==> config.mk <==
export PLATFORM = sky130hd
export DESIGN_NAME = stsum_accum
export DESIGN_NICKNAME = d
export VERILOG_FILES = /design/src/rtl/stsum_pkg.sv /design/src/rtl/stsum_accum.sv
export SDC_FILE = /design/constraint.sdc
export NUM_CORES = 1
export LEC_CHECK = 0
export ABC_AREA = 1
export BUFFER_PORTS_ARGS = -buffer_cell sky130_fd_sc_hd__buf_2
export CORE_MARGIN = 2
export CORE_UTILIZATION = 49
export DETAILED_ROUTE_END_ITERATION = 12
export PLACE_DENSITY = 0.78
export SKIP_LAST_GASP = 1
export SYNTH_ARGS = -nofsm -noshare
export SYNTH_HDL_FRONTEND = slang
export SYNTH_SLANG_ARGS = --single-unit
==> constraint.sdc <==
create_clock -name clk -period 3 [get_ports clk]
set_input_delay 0.3 -clock clk [delete_from_list [all_inputs] [get_ports clk]]
set_output_delay 0.3 -clock clk [all_outputs]
set_load 0.02 [all_outputs]
==> src/rtl/stsum_pkg.sv <==
// Shared types and constants of the segment tree range sum block.
`timescale 1ns / 1ps

package stsum_pkg;

    // Field widths of the stream words
    localparam int INDEX_W  = 10;
    localparam int VALUE_W  = 16;
    localparam int TOTAL_W  = 26;
    localparam int COUNT_W  = 11;

    // Packed stream word widths, padded to whole bytes
    localparam int S_TDATA_W = 48;
    localparam int M_TDATA_W = 32;

    localparam int DEFAULT_MAX_LEAVES = 1024;
    localparam int RESET_COUNT_CAP    = 1024;

    typedef enum logic {
        CMD_LOAD  = 1'b0,
        CMD_QUERY = 1'b1
    } cmd_t;

    typedef enum logic [2:0] {
        ST_CLEAR,
        ST_IDLE,
        ST_LD_READ,
        ST_LD_WRITE,
        ST_Q_LO,
        ST_Q_HI,
        ST_Q_OUT
    } seq_state_t;

    typedef struct packed {
        logic                      init;
        logic                      add;
        logic signed [TOTAL_W-1:0] init_val;
    } acc_ctrl_t;

    typedef struct packed {
        logic ready;
        logic done;
        logic error;
    } seq_status_t;

endpackage

==> src/rtl/stsum_accum.sv <==
// Shared adder with its accumulator register.
`timescale 1ns / 1ps

module stsum_accum (
    input  logic                                 clk,
    input  stsum_pkg::acc_ctrl_t                 ctrl,
    input  logic        [stsum_pkg::TOTAL_W-1:0] rdata,
    output logic signed [stsum_pkg::TOTAL_W-1:0] acc,
    output logic signed [stsum_pkg::TOTAL_W-1:0] sum
);
    import stsum_pkg::*;

    logic signed [TOTAL_W-1:0] acc_reg;
    logic signed [TOTAL_W-1:0] acc_next;

    // Sum wraps to the node width, matching the stored partial sums
    assign sum = acc_reg + $signed(rdata);

    always_comb
    begin
        priority if (ctrl.init)
        begin
            acc_next = ctrl.init_val;
        end
        else if (ctrl.add)
        begin
            acc_next = sum;
        end
        else
        begin
            acc_next = acc_reg;
        end
    end

    always_ff @(posedge clk)
    begin
        acc_reg <= acc_next;
    end

    assign acc = acc_reg;

endmodule

# Yosys cells after proc, flatten, opt, wreduce, memory -nomap -nowiden

Cells that the tools add are included.

Register bits: 26
Bits of input ports: 55
Output and inout bits: 52
Logic and storage cells: 5

$add $sub $neg: 1
Muxes and demuxes: 2
Reduce and logical (&&, ||, !) cells: 1

Operators by type and width:

| cell              | number |
|---|---|
| $mux 26           | 2 |
| $add 26x26->26    | 1 |
| $reduce_bool 2->1 | 1 |

# Longest topological paths before layout

Depth after elaboration: 3
Mapped depth: 13
Gate-level depth less buffers: 13

# Worst setup path after synthesis

OpenSTA, ideal clock, no wires.

Kind: register -> output
Start: register acc_reg[0], in the netlist acc[0]
End: output sum[12] (netlist name)
Data arrival time: 1927 ps
Required time: 2700 ps
Slack: 773 ps
Stages on the path, launching flop included: 13
Path buffers: 0
Path through: edfxtp_1 > ha_1 > inv_1 > fa_1 > inv_1 > nand3_1 > nand3_1 > nand2_1 > nand2_2 > nand2_1 > nand2_1 > or2_1 > and2_1

Cells in the longest elaborated chain, start to end: 1

RTL lines:

| what                   | RTL line          | source |
|---|---|---|
| from (decl)            | stsum_accum.sv:13 | `logic signed [TOTAL_W-1:0] acc_reg;` |
| from (signal assigned) | stsum_accum.sv:37 | `acc_reg <= acc_next;` |
| $add 26x26->26         | stsum_accum.sv:17 | `assign sum = acc_reg + $signed(rdata);` |
| to (decl)              | stsum_accum.sv:9  | `output logic signed [stsum_pkg::TOTAL_W-1:0] sum` |

No other way between the ends.

# Final worst setup path

Start: register acc_reg[0], in the netlist acc[0]
End: output sum[24] (netlist name)

The elaborated chain is that of the path after synthesis.

==> summary.txt <==
STA
  – Setup repair after global routing missed its margin: no
  – Setup ws final: 0.307 ns
  – Final setup viols: 0
  – Final period demand of the worst path: around 2.7 ns
  – Worst-Margin Slew: about 0.69 ns
  – Slew Limit Headroom: 0.541
  – Final Slew Violations: 0
  – Post-route setup TNS: 0 ns
  – Final hold vios: 0
  – Hold Slack: around 0.28 ns
  – Worst clock skew: 0.00707 ns
  – F_max: approximately 370 MHz
  – Final period util: 0.898

Critical path
  – Critical path endpoint category: primary output
  – Reg2reg path depth: 13
  – Critical path class: reg -> out
  – Reg2Reg Setup Slack: 0.78 ns
  – Worst setup SP type: register
  – Crit path DAT: roughly 2.4 ns
  – Crit Path Max Fanout: 4
  – FF-to-FF Start: acc[0]
  – Req. time, crit path: approximately 2.7 ns
  – CP startpoint: acc[0]
  – R2r endpoint: acc[24]

Placed design
  – Pre-CTS setup slack: 0.604 ns
  – Port Buffer Count: approximately 110
  – Gpl congestion: 0.944
  – DP HPWL: between 6000 and 7000 µm

Global route
  – Initial antenna violation count: 0
  – Vias in the first global route: approximately 3,200
  – Total GRT Usage: 0.245
  – First-pass GRT wire length: 14,200 µm
  – GRT overflow: 0
  – Largest net degree at the start of global routing: 27

Logic synthesis
  – Mean post-synth cell area: just over 6 µm²
  – Mapped Area: between 3000 and 4000 µm²
  – Async set-reset flop share out of synthesis: 0
  – Synth area leaders: nand2_1, edfxtp_1, inv_1
  – Most common cell in the netlist: nand2_1
  – Synth top area share: 0.268
  – Yosys warnings: 0
  – Register bit count reported by yosys: 26
  – Number of enable flip-flop cells after synthesis: 26
  – Synth Flop Type: edfxtp_1
  – Net Count, Synth: approximately 580
  – Post-Syn Instances: approximately 500
  – Synth area leader: nand2_1
  – Seq/Total Area, Yosys: 0.254
  – Distinct cell type count after synthesis: 29
  – Synth cell count leaders: nand2_1, inv_1, nand3_1, edfxtp_1, nor2_1

Drt
  – WL/cell: 12.0 µm
  – Vias per inst: between 4 and 5
  – DR iter-0 viols: ~150
  – Top sig layer: met4
  – Routed wire length: about 8200 µm
  – Drt first pass iters: 4
  – DR WL met2: 3860 µm
  – Post-Route M1 WL: 3810 µm
  – DR vias: ~3,300
  – Post-DRT Antenna Nets: 0
  – Met3 WL: just over 500 µm
  – Number of remaining DRC errors: 0

Cells and area
  – Fin nets: between 600 and 700
  – Core Util, Final: 0.624
  – Area growth, synth to finish: 21.8%
  – Layout cells sized above 1: 0.228
  – Fill count: 608
  – Largest register FFs: 26
  – Ant diodes: 0

Clock tree
  – Root Buffer: clkbuf_8
  – Clk buf depth: 2
  – Clock slew at reported path FFs: ~0.11 ns
  – Clock Sinks: 26
  – Hold_buf cts: 0
  – PostCTS Resize Cnt: 0
  – Clk_lat worst skew: about 0.28 ns
  – Cts bufs inserted: 3
  – H-tree levels: 1
  – Post-CTS setup buffer count: 0
  – CTS tree: built

Worst hold path
  – Hold Crit Class: in -> reg
  – Hold path endpoint: acc[10]
  – Worst Hold Depth: 3
  – Hold_sp: ctrl[10]

Die
  – IO Count: between 100 and 150
  – Die Y: slightly above 80 µm
  – Die width: 83.2 µm
  – Core Footprint: 5990 µm²
  – Rows: 28
  – Die area: 6920 µm²
  – Initial Util: 0.513

Power and ir drop
  – Sequential share of power: 0.221
  – P_leak: 2.22 nW
  – Sw Share: 0.525
  – Peak VDD IR: 0.000362 V
  – Combinational Power Share: 0.689
  – Power density over cell area: around 650 nW/µm²
  – Switch Pwr: between 1 and 1.5 mW
  – Clock power share: 0.090
  – Int Pwr: around 1.2 mW
  – Total Power: between 2 and 2.5 mW

Run status
  – Run status: complete, no violations

Flow run
  – Max cap viols: 0
[worst max path at each step]
stage,to,cells past startpoint
floorplan,sum[12],12
global placement,sum[24],14
detailed placement,sum[24],14
CTS,sum[24],13
global route,sum[24],13
finish,sum[24],13
[power groups by stage]
stage | Clock, mW | Combinational [mW] | Sequential [mW]
floorplan | 0 | 1.11 | 0.642
global placement | 0 | 1.66 | 0.544
detailed placement | 0 | 1.68 | 0.550
CTS | 0.229 | 1.69 | 0.542
global route | 0.229 | 1.88 | 0.552
finish | 0.221 | 1.68 | 0.541
[cell type report]
cell class              instances  area [µm²]  area share
clock buffers                   3        41.3      0.0110
clock inverters                 1        3.75     0.00100
well taps                      75        93.8      0.0251
inverters                      94         353      0.0943
repair buffers                109         553       0.148
multi-input cells             376        1920       0.512
flip-flops and latches         26         781       0.209
[critical path, cell delays in order (launching register included)]
cell,delay [ns]
edfxtp_1,0.37
ha_1,0.20
inv_1,0.06
fa_1,0.40
inv_1,0.09
nand3_1,0.06
nand3_1,0.17
nand2_1,0.10
nand2_2,0.11
nand2_1,0.08
nand3_1,0.09
nand2_1,0.06
and2_1,0.16
buf_2,0.15
[kinds of logic (layout without fill, tap and decap cells)]
family,Yosys count,after routing,synth area share
and+or+nand+nor,322,322,0.449
buffers and inverters,99,207,0.122
adders and majority gates,26,26,0.108
DFF,26,26,0.254
AOI/OAI and AO/OA,16,16,0.0273
xor gates and xnor gates,12,12,0.0391
[cell usage in the layout, fill, tap and decap left out]
master,n
a21oi_1,12
nand3_2,2
a21o_1,1
clkbuf_8,3
fa_1,1
or2_2,1
nor2_4,1
nand4_1,7
xor2_1,8
o21ai_0,2
or2_0,1
nand3_1,32
buf_2,106
buf_4,3
and2_1,11
xor2_2,2
nand3b_1,1
nand2_2,10
or2_1,1
a31oi_1,1
inv_2,1
nor3_2,1
ha_1,25
edfxtp_1,26
clkinv_1,4
nor2_1,26
xnor2_1,2
inv_1,90
nand2_1,219
nor2_2,9
[routing by layer]
metal  vias to the layer above  GRT usage
met5                         -          0
met4                         0     0.0447
met3                         6     0.0318
met2                       113      0.413
met1                      1434      0.339
li1                       1749          -
[per-stage QoR]
stage | cell area (µm²) | std cells
after global routing | 3740 | 684
after detailed placement | 3700 | 680
after CTS | 3740 | 684
final | 3740 | 684
after global placement | 3700 | 680
after floorplan | 3070 | 501
Power figures use the tool's default switching activity.
