$ cat config.mk
export PLATFORM = sky130hd
export DESIGN_NAME = stsum_seq
export DESIGN_NICKNAME = d
export VERILOG_FILES = /design/src/rtl/stsum_pkg.sv /design/src/rtl/stsum_seq.sv
export SDC_FILE = /design/constraint.sdc
export NUM_CORES = 1
export LEC_CHECK = 0
export ABC_AREA = 1
export BUFFER_PORTS_ARGS = -buffer_cell sky130_fd_sc_hd__buf_2
export CORE_ASPECT_RATIO = 0.7
export CORE_MARGIN = 4
export CORE_UTILIZATION = 45
export CTS_BUF_LIST = sky130_fd_sc_hd__clkbuf_8
export DETAILED_ROUTE_END_ITERATION = 10
export GPL_ROUTABILITY_DRIVEN = 0
export PLACE_DENSITY = 0.78
export SYNTH_ARGS = -nofsm -noshare
export SYNTH_HDL_FRONTEND = slang
export SYNTH_SLANG_ARGS = --single-unit
$ cat constraint.sdc
create_clock -name clk -period 2.7 [get_ports clk]
set_input_delay 0 -clock clk [delete_from_list [all_inputs] [get_ports clk]]
set_output_delay 0 -clock clk [all_outputs]
set_load 0.05 [all_outputs]
$ cat src/rtl/stsum_pkg.sv
// Shared types and constants of the segment tree range sum block.
`timescale 1ns / 1ps

package stsum_pkg;

    // Field widths of the stream words
    localparam int INDEX_W  = 10;
    localparam int VALUE_W  = 16;
    localparam int TOTAL_W  = 26;
    localparam int COUNT_W  = 11;

    // Packed stream word widths, padded to whole bytes
    localparam int S_TDATA_W = 48;
    localparam int M_TDATA_W = 32;

    localparam int DEFAULT_MAX_LEAVES = 1024;
    localparam int RESET_COUNT_CAP    = 1024;

    typedef enum logic {
        CMD_LOAD  = 1'b0,
        CMD_QUERY = 1'b1
    } cmd_t;

    typedef enum logic [2:0] {
        ST_CLEAR,
        ST_IDLE,
        ST_LD_READ,
        ST_LD_WRITE,
        ST_Q_LO,
        ST_Q_HI,
        ST_Q_OUT
    } seq_state_t;

    typedef struct packed {
        logic                      init;
        logic                      add;
        logic signed [TOTAL_W-1:0] init_val;
    } acc_ctrl_t;

    typedef struct packed {
        logic ready;
        logic done;
        logic error;
    } seq_status_t;

endpackage

$ cat src/rtl/stsum_seq.sv
// Sequencer: clearing pass, leaf-to-root update walk and range query walk.
`timescale 1ns / 1ps

module stsum_seq #(
    parameter int MAX_LEAVES = stsum_pkg::DEFAULT_MAX_LEAVES,
    parameter int AW         = $clog2(2 * MAX_LEAVES)
) (
    input  logic                                 clk,
    input  logic                                 rst_n,
    input  logic                                 in_valid,
    input  stsum_pkg::cmd_t                      cmd,
    input  logic        [stsum_pkg::INDEX_W-1:0] elem_index,
    input  logic        [stsum_pkg::VALUE_W-1:0] elem_value,
    input  logic        [stsum_pkg::INDEX_W-1:0] range_left,
    input  logic        [stsum_pkg::INDEX_W-1:0] range_right,
    input  logic        [stsum_pkg::COUNT_W-1:0] count,
    input  logic                                 out_free,
    input  logic signed [stsum_pkg::TOTAL_W-1:0] acc_sum,
    output logic                                 mem_wen,
    output logic        [AW-1:0]                 mem_waddr,
    output logic        [stsum_pkg::TOTAL_W-1:0] mem_wdata,
    output logic                                 mem_ren,
    output logic        [AW-1:0]                 mem_raddr,
    output stsum_pkg::acc_ctrl_t                 acc_ctrl,
    output stsum_pkg::seq_status_t               status
);
    import stsum_pkg::*;

    localparam int DEPTH = 2 * MAX_LEAVES;
    localparam int PW    = $clog2(2 * MAX_LEAVES + 1);

    localparam logic [AW-1:0] LAST_ADDR = AW'(DEPTH - 1);
    localparam logic [PW-1:0] LEAF_BASE = PW'(MAX_LEAVES);
    localparam logic [PW-1:0] PTR_ONE   = PW'(1);

    seq_state_t    state_reg, state_next;
    logic [PW-1:0] lo_reg, lo_next;
    logic [PW-1:0] hi_reg, hi_next;
    logic [AW-1:0] clr_reg, clr_next;
    logic          pend_reg, pend_next;
    logic          err_reg, err_next;

    logic                      accept;
    logic                      load_ok;
    logic                      range_bad;
    logic                      range_empty;
    logic signed [TOTAL_W-1:0] value_ext;
    logic [PW-1:0]             leaf_ptr;
    logic [PW-1:0]             hi_dec;

    assign accept      = (state_reg == ST_IDLE) && in_valid;
    assign load_ok     = {1'b0, elem_index} < count;
    assign range_bad   = ({1'b0, range_left} >= count) || ({1'b0, range_right} >= count);
    assign range_empty = range_right < range_left;
    assign value_ext   = {{(TOTAL_W - VALUE_W){elem_value[VALUE_W-1]}}, elem_value};
    assign leaf_ptr    = LEAF_BASE + PW'(elem_index);
    assign hi_dec      = hi_reg - PTR_ONE;

    // Next state
    always_comb
    begin
        state_next = state_reg;
        unique case (state_reg)
            ST_CLEAR:
            begin
                if (clr_reg == LAST_ADDR)
                begin
                    state_next = ST_IDLE;
                end
            end
            ST_IDLE:
            begin
                if (accept)
                begin
                    priority if (cmd == CMD_QUERY)
                    begin
                        state_next = (range_bad || range_empty) ? ST_Q_OUT : ST_Q_LO;
                    end
                    else if (load_ok)
                    begin
                        state_next = ST_LD_READ;
                    end
                    else
                    begin
                        state_next = ST_IDLE;
                    end
                end
            end
            ST_LD_READ:
            begin
                state_next = (lo_reg <= PTR_ONE) ? ST_IDLE : ST_LD_WRITE;
            end
            ST_LD_WRITE:
            begin
                state_next = ST_LD_READ;
            end
            ST_Q_LO:
            begin
                state_next = (lo_reg >= hi_reg) ? ST_Q_OUT : ST_Q_HI;
            end
            ST_Q_HI:
            begin
                state_next = ST_Q_LO;
            end
            ST_Q_OUT:
            begin
                if (out_free)
                begin
                    state_next = ST_IDLE;
                end
            end
            default:
            begin
                state_next = ST_IDLE;
            end
        endcase
    end

    // Outputs and datapath registers
    always_comb
    begin
        mem_wen           = 1'b0;
        mem_waddr         = AW'(lo_reg >> 1);
        mem_wdata         = acc_sum;
        mem_ren           = 1'b0;
        mem_raddr         = AW'(lo_reg);
        acc_ctrl.init     = 1'b0;
        acc_ctrl.add      = 1'b0;
        acc_ctrl.init_val = '0;
        status.ready      = 1'b0;
        status.done       = 1'b0;
        status.error      = err_reg;
        lo_next           = lo_reg;
        hi_next           = hi_reg;
        clr_next          = clr_reg;
        pend_next         = 1'b0;
        err_next          = err_reg;
        unique case (state_reg)
            ST_CLEAR:
            begin
                mem_wen   = 1'b1;
                mem_waddr = clr_reg;
                mem_wdata = '0;
                clr_next  = clr_reg + AW'(1);
            end
            ST_IDLE:
            begin
                status.ready = 1'b1;
                if (accept)
                begin
                    if (cmd == CMD_QUERY)
                    begin
                        acc_ctrl.init = 1'b1;
                        err_next      = range_bad;
                        lo_next       = LEAF_BASE + PW'(range_left);
                        hi_next       = LEAF_BASE + PW'(range_right) + PTR_ONE;
                    end
                    else if (load_ok)
                    begin
                        // Write the leaf and seed the walk with its value
                        mem_wen           = 1'b1;
                        mem_waddr         = AW'(leaf_ptr);
                        mem_wdata         = value_ext;
                        acc_ctrl.init     = 1'b1;
                        acc_ctrl.init_val = value_ext;
                        lo_next           = leaf_ptr;
                    end
                end
            end
            ST_LD_READ:
            begin
                // Fetch the sibling of the node on the path
                if (lo_reg > PTR_ONE)
                begin
                    mem_ren   = 1'b1;
                    mem_raddr = AW'(lo_reg ^ PTR_ONE);
                end
            end
            ST_LD_WRITE:
            begin
                acc_ctrl.add = 1'b1;
                mem_wen      = 1'b1;
                mem_waddr    = AW'(lo_reg >> 1);
                mem_wdata    = acc_sum;
                lo_next      = lo_reg >> 1;
            end
            ST_Q_LO:
            begin
                acc_ctrl.add = pend_reg;
                if ((lo_reg < hi_reg) && lo_reg[0])
                begin
                    mem_ren   = 1'b1;
                    mem_raddr = AW'(lo_reg);
                    pend_next = 1'b1;
                    lo_next   = lo_reg + PTR_ONE;
                end
            end
            ST_Q_HI:
            begin
                acc_ctrl.add = pend_reg;
                if (hi_reg[0])
                begin
                    mem_ren   = 1'b1;
                    mem_raddr = AW'(hi_dec);
                    pend_next = 1'b1;
                end
                lo_next = lo_reg >> 1;
                hi_next = hi_reg >> 1;
            end
            ST_Q_OUT:
            begin
                status.done = out_free;
            end
            default:
            begin
                mem_wen = 1'b0;
            end
        endcase
    end

    always_ff @(posedge clk or negedge rst_n)
    begin
        if (!rst_n)
        begin
            state_reg <= ST_CLEAR;
            clr_reg   <= '0;
            pend_reg  <= 1'b0;
            err_reg   <= 1'b0;
        end
        else
        begin
            state_reg <= state_next;
            clr_reg   <= clr_next;
            pend_reg  <= pend_next;
            err_reg   <= err_next;
        end
    end

    always_ff @(posedge clk)
    begin
        lo_reg <= lo_next;
        hi_reg <= hi_next;
    end

endmodule
# After elaboration in Yosys (flattened, before gate mapping)
# Index checks and enable logic that the tools add are counted.
totals:
  ff_bits: 40
  input_bits: 88
  out_inout_bits: 81
  wordCells: 96
classes:
  n_addsub: 7
  order_cmp: 8
  n_eq_ne: 13
  muxes: 47
  bitwise: 1
  n_reduce_logical: 14
op_table:
  columns: ["op", "count"]
  rows:
  - ["26-bit two-way mux", 7]
  - ["12-bit two-way mux", 6]
  - ["26-bit one-hot mux with 2 select lines", 1]
  - ["11-bit two-way mux", 4]
  - ["11-bit one-hot mux with 2 select lines", 2]
  - ["11-bit by 10-bit adder with 12-bit output (first input constant)", 3]
  - ["12-bit one-hot mux with 3 select lines", 1]
  - ["12-bit by 1-bit adder with 12-bit output (second input constant)", 2]
  - ["12-bit one-hot mux with 2 select lines", 1]
  - ["10-bit by 11-bit greater-or-equal comparator with 1-bit output", 2]
  - ["3-bit one-hot mux with 7 select lines", 1]
  - ["12-bit greater-or-equal comparator", 1]
  - ["12-bit by 1-bit greater-than comparator with 1-bit output (second input constant)", 1]
  - ["12-bit by 1-bit <= comparator with 1-bit output (second input constant)", 1]
  - ["12-bit < comparator", 1]
  - ["1-bit two-way mux", 12]
  - ["3-bit two-way mux", 4]
  - ["11-bit by 1-bit adder with 11-bit output (second input constant)", 1]
  - ["11-bit == test (second input constant)", 1]
  - ["10-bit by 11-bit < comparator with 1-bit output", 1]
  - ["11-bit by 1-bit subtractor with 11-bit output (second input constant)", 1]
  - ["10-bit < comparator", 1]
  - ["2-bit inequality test (second input constant)", 5]
  - ["3-bit == test (second input constant)", 3]
  - ["15 further kinds", 27]

# Longest topological paths before layout
# Gate-level depths: netlist of the first run.
depth:
  word_depth: 7
  depth_mapped: 16
  ltp_nobuf: 16

# Worst setup path before layout of the first run
# OpenSTA, ideal clock, no wires.
synth_path:
  kind: "reg2out"
  start: "reg state_reg[2]"
  end: "out mem_raddr[0]"
  arrival_ns: 2.523
  required_ns: 2.700
  slack_ns: 0.177
  stages_incl_launch_ff: 4
  n_path_buf: 0
  path_cell_list: "dfrtp_1 > inv_1 > nor2_4 > o311ai_0"
synth_between:
  elab_chain_len: 2
  word_cells_on_any_way: 3
  cone_classes: "eq/ne: 2; mux: 1"
synth_lines:
  columns: ["item", "line_no", "source"]
  rows:
  - ["start: declaration", "stsum_seq.sv:36", "seq_state_t state_reg, state_next;"]
  - ["start signal: assignment", "stsum_seq.sv:232", "state_reg <= state_next;"]
  - ["3-bit == test or 3-bit by 2-bit == test with 1-bit output (tied branches)", "stsum_seq.sv:138", "unique case (state_reg)"]
  - ["11-bit one-hot mux with 2 select lines (*)", "stsum_seq.sv:138", null]
  - ["end: declaration", "stsum_seq.sv:23", "output logic [AW-1:0] mem_raddr,"]
# Every way passes the cells marked *; elsewhere a longest branch is shown, timed or not.

# Worst setup path in the final report of the first run
layout_path:
  start: "reg state_reg[1]"
  end: "out mem_wdata[14] in the netlist's numbering"
layout_between:
  elab_chain_len: 4
  word_cells_on_any_way: 5
  cone_classes: "eq/ne: 1; mux: 2; reduce/logical: 2"
layout_lines:
  columns: ["item", "line_no", "source"]
  rows:
  - ["3-bit by 1-bit == test with 1-bit output", "stsum_seq.sv:51, stsum_seq.sv:138", null]
  - ["1-bit logical AND", "stsum_seq.sv:51", "assign accept = (state_reg == ST_IDLE) && in_valid;"]
  - ["26-bit two-way mux", "stsum_seq.sv:149", "if (accept)"]
  - ["26-bit one-hot mux with 2 select lines (*)", "stsum_seq.sv:138", null]
  - ["end: declaration", "stsum_seq.sv:21", "output logic [stsum_pkg::TOTAL_W-1:0] mem_wdata,"]
# Marked as above.

==> results of run 1 <==
==> worst max-delay path by stage <==
stage	slack [ps]	startpoint	endpoint	cells after the start
5_1_grt	80	state_reg[1]	mem_wdata[14]	12
3_3_place_gp	640	count[2]	mem_waddr[9]	14
2_1_floorplan	180	state_reg[2]	mem_raddr[0]	3
3_5_place_dp	600	count[9]	mem_waddr[9]	14
4_1_cts	280	state_reg[1]	mem_wdata[14]	12
6_report	300	state_reg[1]	mem_wdata[14]	12
==> routing by layer <==
metal | up-vias | track usage (%) | part of all wire (%)
met5 | - | 0 | 0
met3 | 16 | 6.023 | 12
met1 | 2343 | 34.51 | 45
li1 | 2683 | - | -
met4 | 0 | 4.538 | 1.2
met2 | 251 | 36.84 | 43
==> placed cells by master, fill, tap and decap left out, drive strengths merged, types with 2 or more instances in the layout <==
cell and instances:
o211ai 12, a21o 2, nor3 7, ha 56, edfxtp 24, dlygate4sd3 2, inv 118, xor2 9
nand4 6, nor2 74, clkbuf 5, dfrtp 16, o311ai 2, o21ai 48, xnor2 3, o22ai 6
o21bai 8, clkinv 2, nor4 3, buf 177, a21oi 21, nand3 49, or2 3, nand2 235
==> power by group <==
part           switching (mW)  leakage [nW]  internal [mW]
sequential              0.266         0.432          0.959
clock                   0.234        0.0453          0.177
combinational            3.44          2.90           1.11
total                    3.94          3.37           2.24
==> metrics by stage <==
stage | instances | utilization [%] | setup slack [ps] | hold slack (ps)
final | 1029 | 55.78 | 300.6 | 70.99
after global routing | 1029 | 55.78 | 84.00 | 84.15
after CTS | 1029 | 55.78 | 283.3 | 69.48
after detailed placement | 1019 | 54.77 | 596.8 | -59.65
after global placement | 1019 | 54.77 | 636.6 | -64.89
after floorplan | 736 | - | 177.2 | -295.6
==> critical path, stage by stage, from the launching register on <==
cell,delay (ps)
dfrtp_1,420
inv_2,120
nand2_2,120
nor2_8,190
inv_4,80
nor2_4,110
inv_2,60
nor3_4,300
buf_4,230
nor2_2,110
nand2_1,80
nand3_1,70
buf_2,220
==> logic make-up after synthesis <==
group,after synthesis
muxes,1
AOI/OAI and AO/OA,103
adders and majority gates,56
and+or+nand+nor,380
DFF,40
xor gates and xnor gates,12
buffers and inverters,144
==> cell type report <==
class	count	area (um2)
fill	1022	4562
multi-input combinational	552	3010
sequential	40	1121
timing repair buffer	179	928.4
inverter	118	445.4
tap	132	165.2
clock buffer	5	68.82
clock inverter	3	16.27
==> reports/qor.yml, run 1 <==
timing.rr.end: "lo_reg[10]"
placed_area_um2: 5650
syn_area_um2: 4738
slew_viol_final: 0
ctsHoldBuffers: 2
synth_xor_xnor_area_share_pct: 2.218
wirelength_mm: 14.78
rsz0062_at_grt: "no"
synthTopCellsByArea: "nand2_1, edfxtp_1, ha_1, inv_1, dfrtp_1"
ys_warn_count: 0
die_y_um: 93.85
crit_path_end_kind: "output port"
clock_path_buffers: 2
yosysMostFrequentCell: "nand2_1"
wl_per_cell_um: 14.36
antenna_cells: 0
ys_seq_area_share_pct: 23.66
synth_ff_type: "edfxtp_1"
grt_use_total_pct: 24.07
holdPathStages: 2
synth_top_family_by_area: "simple AND/OR/NAND/NOR gates"
clkSinkCount: 40
power.density_nw_per_um2: 1075
fin_crit_sh_pct: 88.87
outcome: "complete, no violations"
slew_headroom_pct: 50.39
drc: 0
cts_resized: 0
worstMarginPinSlew_ps: 741.4
start_util_pct: 45.93
drive_gt1_share_pct: 22.63
cts_tree: "built"
startpoint_type: "register"
fin_total_pwr_mw: 6.187
ys_top_cells_by_count: "nand2_1, inv_1, nor2_1, ha_1, nand3_1"
final-setup-viol-count: 0
grt-ovfl-total: 0
routed-via-count: 5293
h-tree-depth: 2
core_area_um2: 10320
required_ps: 2700
cts.clk_slew.worst_paths_ps: 80
hpwl_mm: 12.45
clock_skew_ps: 6.541
final_nets: 1040
synth-edff-count: 24
postSynth.asyncResetShare_pct: 40.00
viasPerCell: 5.144
grt_pass1_vias: 4803
first_iter_violations: 488
synthesis.nets: 880
holdCritStartpoint: "range_right[0]"
hold_path_end: "hi_reg[0]"
hold_class: "in2reg"
numCtsBuffers: 5
synth.mux.area_fraction_pct: 0.2112
die_x_um: 130.6
finalInstanceArea_um2: 5756
ioPinCount: 169
cts_root_buf: "clkbuf_8"
final.setup.tns_ps: 0
synth_cells: 736
grt_first_pass_wirelength_mm: 23.54
syn_avg_cell_area_um2: 6.438
yosysTopAreaCell: "nand2_1"
p_leak_nw: 3.374
grt_max_degree: 19
synthAdderAreaFrac_pct: 14.79
r2r-start: "lo_reg[0]"
clk_latency_ps: 310
fin_crit_ps: 2399
ant_nets: 0
yosys.area_share.simple_pct: 33.75
final_hold_viol_count: 0
io_buffers: 168
ir_drop_v: 0.0005092
rrSetupSlack_ps: 460
max-cap-violations: 0
ff2ff_path_depth: 7
dr.pass1.iters: 5
synth_cell_type_count: 42
path_class: "reg2out"
rows: 31
worst-path-max-fanout: 11
dieArea_um2: 12260
syn_to_final_growth_pct: 21.47
max_freq_ghz: 0.4168
worst_ep_arrival_time_ps: 2400
synth_compound_area_share_pct: 12.57
postCtsSetupBuffers: 0
synth_seq_cells: 40
yosysTopAreaCellShare_pct: 18.30
grt_antenna_before_repair: 0
Power figures use the tool's default switching activity.
==> inputs of run 2 (changes only) <==
--- a/config.mk
+++ b/config.mk
@@ -14,6 +14,7 @@
 export DETAILED_ROUTE_END_ITERATION = 10
 export GPL_ROUTABILITY_DRIVEN = 0
 export PLACE_DENSITY = 0.78
+export SETUP_SLACK_MARGIN = 0.4
 export SYNTH_ARGS = -nofsm -noshare
 export SYNTH_HDL_FRONTEND = slang
 export SYNTH_SLANG_ARGS = --single-unit
==> run 2 against run 1 <==
Effect of this change:
- fmax increased by 9.4%
- largest cell class unchanged
- sequential share of layout area is 0.90 points lower
- via count grew 3.3%
- clock power barely moved
- core utilization rose by 2.8 points
==> reports/qor.yml, run 2 (synthesized netlist as in run 1, its figures left out) <==
outcome: "complete, no violations"
path_class: "reg2out"
antenna_cells: 0
wl_per_cell_um: 14.67
holdPathStages: 4
slew_viol_final: 0
worst-path-max-fanout: 5
grt-ovfl-total: 0
p_sw_mw: 4.027
holdCritStartpoint: "out_free"
crit_family: "buffers and inverters"
dieArea_um2: 12260
max_freq_ghz: 0.4560
final-setup-viol-count: 0
timing.rr.end: "lo_reg[2]"
crit_chain: "inv_2, nand2_4, nor2_8, inv_4, nor2_4, inv_2, nor3_4, buf_4, buf_4, a21oi_1, o21ai_0, buf_4"
startpoint_type: "register"
power.density_nw_per_um2: 1075
max_stage_delay_ps: 420
layout_common_cells: "nand2_1, buf_2, inv_1, nor2_1, ha_1"
startpoint: "state_reg[1]"
clkSinkCount: 40
cp_slowest_cell: "dfrtp_1"
rrSetupSlack_ps: 640
slew_headroom_pct: 60.00
drive_gt1_share_pct: 25.24
fin_total_pwr_mw: 6.494
ff2ff_path_depth: 9
final_nets: 1066
placed_area_um2: 5771
finalInstanceArea_um2: 6041
layout_commonest_cell: "nand2_1"
ioPinCount: 169
syn_to_final_growth_pct: 27.49
h-tree-depth: 2
final.setup.tns_ps: 0
required_ps: 2700
grt_use_total_pct: 24.51
multi_input_area_um2: 3038
clock_skew_ps: 10.51
die_y_um: 93.85
clock_path_buffers: 2
die_x_um: 130.6
switching_share_pct: 62.01
hold_class: "in2reg"
crit_path_end_kind: "output port"
io_buffers: 168
rsz0062_at_grt: "no"
numCtsBuffers: 5
p_clk_share_pct: 6.3
final_hold_viol_count: 0
grt_antenna_before_repair: 0
timing.critical_path.buf_inv: 6
cts_tree: "built"
core_area_um2: 10320
grt_pass1_vias: 4942
p_int_mw: 2.467
start_util_pct: 45.93
p_leak_nw: 3.509
ir_drop_v: 0.0006852
worst_ep_arrival_time_ps: 2190
worstMarginPinSlew_ps: 597.8
dr.pass1.iters: 6
clk_latency_ps: 300
grt_first_pass_wirelength_mm: 24.12
cts.clk_slew.worst_paths_ps: 70
cts_root_buf: "clkbuf_8"
rows: 31
grt_max_degree: 19
first_iter_violations: 510
fin_crit_sh_pct: 81.21
hpwl_mm: 12.85
hold_path_end: "state_reg[1]"
drc: 0
r2r-start: "hi_reg[9]"
wirelength_mm: 15.48
max-cap-violations: 0
n_fill_cell: 1014
ant_nets: 0
p_comb_share_pct: 76.1
crit_path_frequent_cell: "buf_4"
seqCellArea_um2: 1122
fin_crit_ps: 2193
p_seq_share_pct: 17.6
viasPerCell: 5.185
routed-via-count: 5470
run 2: cell count changes in the layout (fill, tap and decap cells not counted), sizes merged:
cell	delta
clkbuf	+2
inv	-2
buf	+25
clkinvlp	+2
dlygate4sd3	-1
run 2: worst max path at each step:
stage | end | depth (start not counted)
global route | mem_raddr[5] | 8
CTS | mem_waddr[6] | 11
detailed placement | lo_reg[5] | 9
global placement | lo_reg[5] | 9
floorplan | mem_wdata[10] | 8
finish | mem_waddr[7] | 12
run 2: routing by layer:
| layer | track usage, % | routed length (um) | up-vias |
|---|---|---|---|
| met5 | 0 | 0 | - |
| met4 | 5.565 | 239 | 0 |
| met3 | 5.909 | 1858 | 22 |
| met2 | 37.48 | 6577 | 315 |
| met1 | 34.91 | 6804 | 2395 |
| li1 | - | - | 2738 |
run 2: worst reg2reg max path, stage by stage, from the launching register on:
cell,delay (ps)
edfxtp_1,390
inv_1,110
ha_1,250
a21oi_1,180
nor2_1,50
nor2_1,130
nand4_1,150
nand2_1,80
nand2_1,80
nor2_4,310
run 2: power by group through the flow:
| stage | Combinational [mW] | Sequential (mW) | Clock, mW |
|---|---|---|---|
| global route | 5.33 | 1.17 | 0.430 |
| CTS | 4.79 | 1.14 | 0.412 |
| finish | 4.94 | 1.14 | 0.410 |
| global placement | 4.70 | 1.14 | 0 |
| floorplan | 3.46 | 1.15 | 0 |
| detailed placement | 4.73 | 1.15 | 0 |
run 2: final cells by class:
cell class                      count  share of cell area (%)
Tap cell                          132                   2.734
Clock buffer                        5                   1.139
Inverter                          118                   7.477
Multi-Input combinational cell    552                   50.29
Clock inverter                      3                  0.3107
Sequential cell                    40                   18.58
Timing Repair Buffer              205                   19.47
run 2: metrics by stage:
step	std cells	hold WS (ps)	utilization, %	setup WS, ps
after floorplan	736	-295.6	-	268.1
after global placement	1035	-61.11	55.93	276.1
after detailed placement	1035	-54.35	55.93	230.3
after CTS	1047	10.99	57.53	341.4
after global routing	1055	49.39	58.55	399.4
final	1055	24.86	58.55	507.2
run 2: what timing repair did:
item                                   4_1_cts  5_1_grt
pin swaps                                    1        2
setup buffers                                3        8
endpoints found under the hold margin       16        0
setup endpoints to repair                   56       71
hold buffers                                 1        0
gates resized for setup                     17       15
==> inputs of run 3 (changes only) <==
==> constraint.sdc (replaced) <==
create_clock -name clk -period 2.3 [get_ports clk]
set_input_delay 0 -clock clk [delete_from_list [all_inputs] [get_ports clk]]
set_output_delay 0 -clock clk [all_outputs]
set_load 0.05 [all_outputs]
==> run 3 against run 2 <==
Effect of this change:
- die area unchanged
- global-route usage up 4.0 points
- core utilization up 16 points
- first-iteration DRC count up 80%
- final cell count up 4.5%
- via count up 15%
- wire length up 36%
- cell area up 28%
- critical path type is now reg2reg
==> reports/qor.yml, run 3 (synthesized netlist as in run 1, its figures left out) <==
layout_commonest_cell: "nand2_1"
fin_crit_sh_pct: 95.68
cp_slowest_cell: "edfxtp_1"
n_fill_cell: 662
grt_first_pass_wirelength_mm: 27.83
worst_ep_arrival_time_ps: 2230
ant_nets: 0
grt_use_total_pct: 28.54
drc: 0
worst-path-max-fanout: 8
wl_per_cell_um: 19.10
hpwl_mm: 12.89
hold_class: "in2reg"
slew_viol_final: 0
grt_pass1_vias: 5639
required_ps: 2330
cts_tree: "built"
clock_path_buffers: 2
crit_family: "simple AND/OR/NAND/NOR gates"
ir_drop_v: 0.0009318
max-cap-violations: 0
fin_crit_ps: 2201
rows: 31
power.density_nw_per_um2: 1340
final_hold_viol_count: 0
startpoint_type: "register"
p_leak_nw: 4.102
syn_to_final_growth_pct: 63.24
cts.clk_slew.worst_paths_ps: 80
seqCellArea_um2: 1124
grt-ovfl-total: 0
io_buffers: 168
max_freq_ghz: 0.4544
cts_root_buf: "clkbuf_8"
final.setup.tns_ps: 0
final-setup-viol-count: 0
outcome: "complete, no violations"
die_x_um: 130.6
layout_common_cells: "nand2_1, buf_2, inv_1, buf_4, nor2_1"
ioPinCount: 169
drive_gt1_share_pct: 42.74
crit_path_end_kind: "register"
numCtsBuffers: 5
start_util_pct: 45.93
max_stage_delay_ps: 410
multi_input_area_um2: 3665
slew_headroom_pct: 66.85
wirelength_mm: 21.07
rsz0062_at_grt: "yes"
dr.pass1.iters: 7
final_nets: 1114
final_util_pct: 74.97
h-tree-depth: 2
path_class: "reg2reg"
antenna_cells: 0
first_iter_violations: 916
crit_chain: "inv_2, ha_1, nand2_2, nor2_1, and2_1, nand2_1, nand4_1, nand2_1, nand2_2, nor2_4, buf_12"
viasPerCell: 5.722
grt_max_degree: 19
clock_skew_ps: 5.181
clkSinkCount: 40
clk_latency_ps: 310
routed-via-count: 6311
die_y_um: 93.85
dieArea_um2: 12260
timing.critical_path.buf_inv: 2
worstMarginPinSlew_ps: 496.8
grt_antenna_before_repair: 0
core_area_um2: 10320
run 3: cell count changes in the layout (fill, tap and decap cells not counted), moves of 11 or more:
cell,previous run,this run
buf_4,51,68
nand3_2,0,18
inv_2,3,20
nand2_2,2,29
nor2_1,68,52
o21ai_0,48,29
inv_1,111,90
buf_6,2,49
buf_2,149,92
buf_8,0,28
o21ai_2,0,11
nand2_1,231,196
nand3_1,49,30
run 3: worst register-to-register path, cell delays in order, from the launching register on:
cell and delay, ps:
edfxtp_1 410, inv_2 100, ha_1 270, nand2_2 100
nor2_1 60, and2_1 130, nand2_1 90, nand4_1 150
nand2_1 200, nand2_2 110, nor2_4 140, buf_12 150
run 3: metal layers:
layer	track usage (%)	share of wire, %	wire [um]	vias to the layer above
met4	8.990	4.3	896	0
met5	0	0	0	-
met3	8.466	13	2712	112
met2	44.86	46	9655	523
li1	-	-	-	2832
met1	37.62	37	7803	2844
run 3: worst paths after layout:
| check | from | endpoint | slack, ps | depth (start not counted) |
|---|---|---|---|---|
| setup / recovery | hi_reg[6] | lo_reg[2] | 100 | 11 |
| hold / removal | out_free | state_reg[1] | 5 | 4 |
| setup reg to reg | hi_reg[6] | lo_reg[2] | 100 | 11 |
| hold reg to reg | clr_reg[5] | clr_reg[5] | 500 | 1 |
| max in group asynchronous | rst_n | state_reg[2] | 1830 | 2 |
| min in group asynchronous | rst_n | clr_reg[6] | 150 | 2 |
run 3: final cells by class:
type                       instances  area share [%]
clock inverter                     3          0.1618
timing repair buffer             250           28.49
tap                              132           2.135
timing repair inverter             1          0.1456
sequential                        40           14.53
clock buffer                       5          0.8897
inverter                         118           6.276
multi-input combinational        554           47.38
run 3: where the power goes:
part	internal (mW)	leakage, nW	switching, mW
clock network	0.205	0.0505	0.277
logic	3.11	3.62	5.32
registers	1.13	0.430	0.322
run 3: repair_timing:
action	CTS	global route
endpoints found under the setup margin	105	105
buffers inserted	33	29
endpoints found under the hold margin	16	0
pin swaps	28	29
gates cloned	3	4
resized for setup	192	163
hold buffers	1	0
run 3: metrics by stage:
step,hold slack [ps],instance area [um2],std cells,total power [mW],worst slack [ps]
2_1_floorplan,-295.6,4960,736,5.613,176.0
3_3_place_gp,-56.93,5876,1025,6.944,252.6
3_5_place_dp,-53.20,5876,1025,7.012,206.4
4_1_cts,1.594,6889,1070,8.676,298.5
5_1_grt,35.08,7735,1103,10.72,91.81
6_report,4.766,7735,1103,10.36,99.25
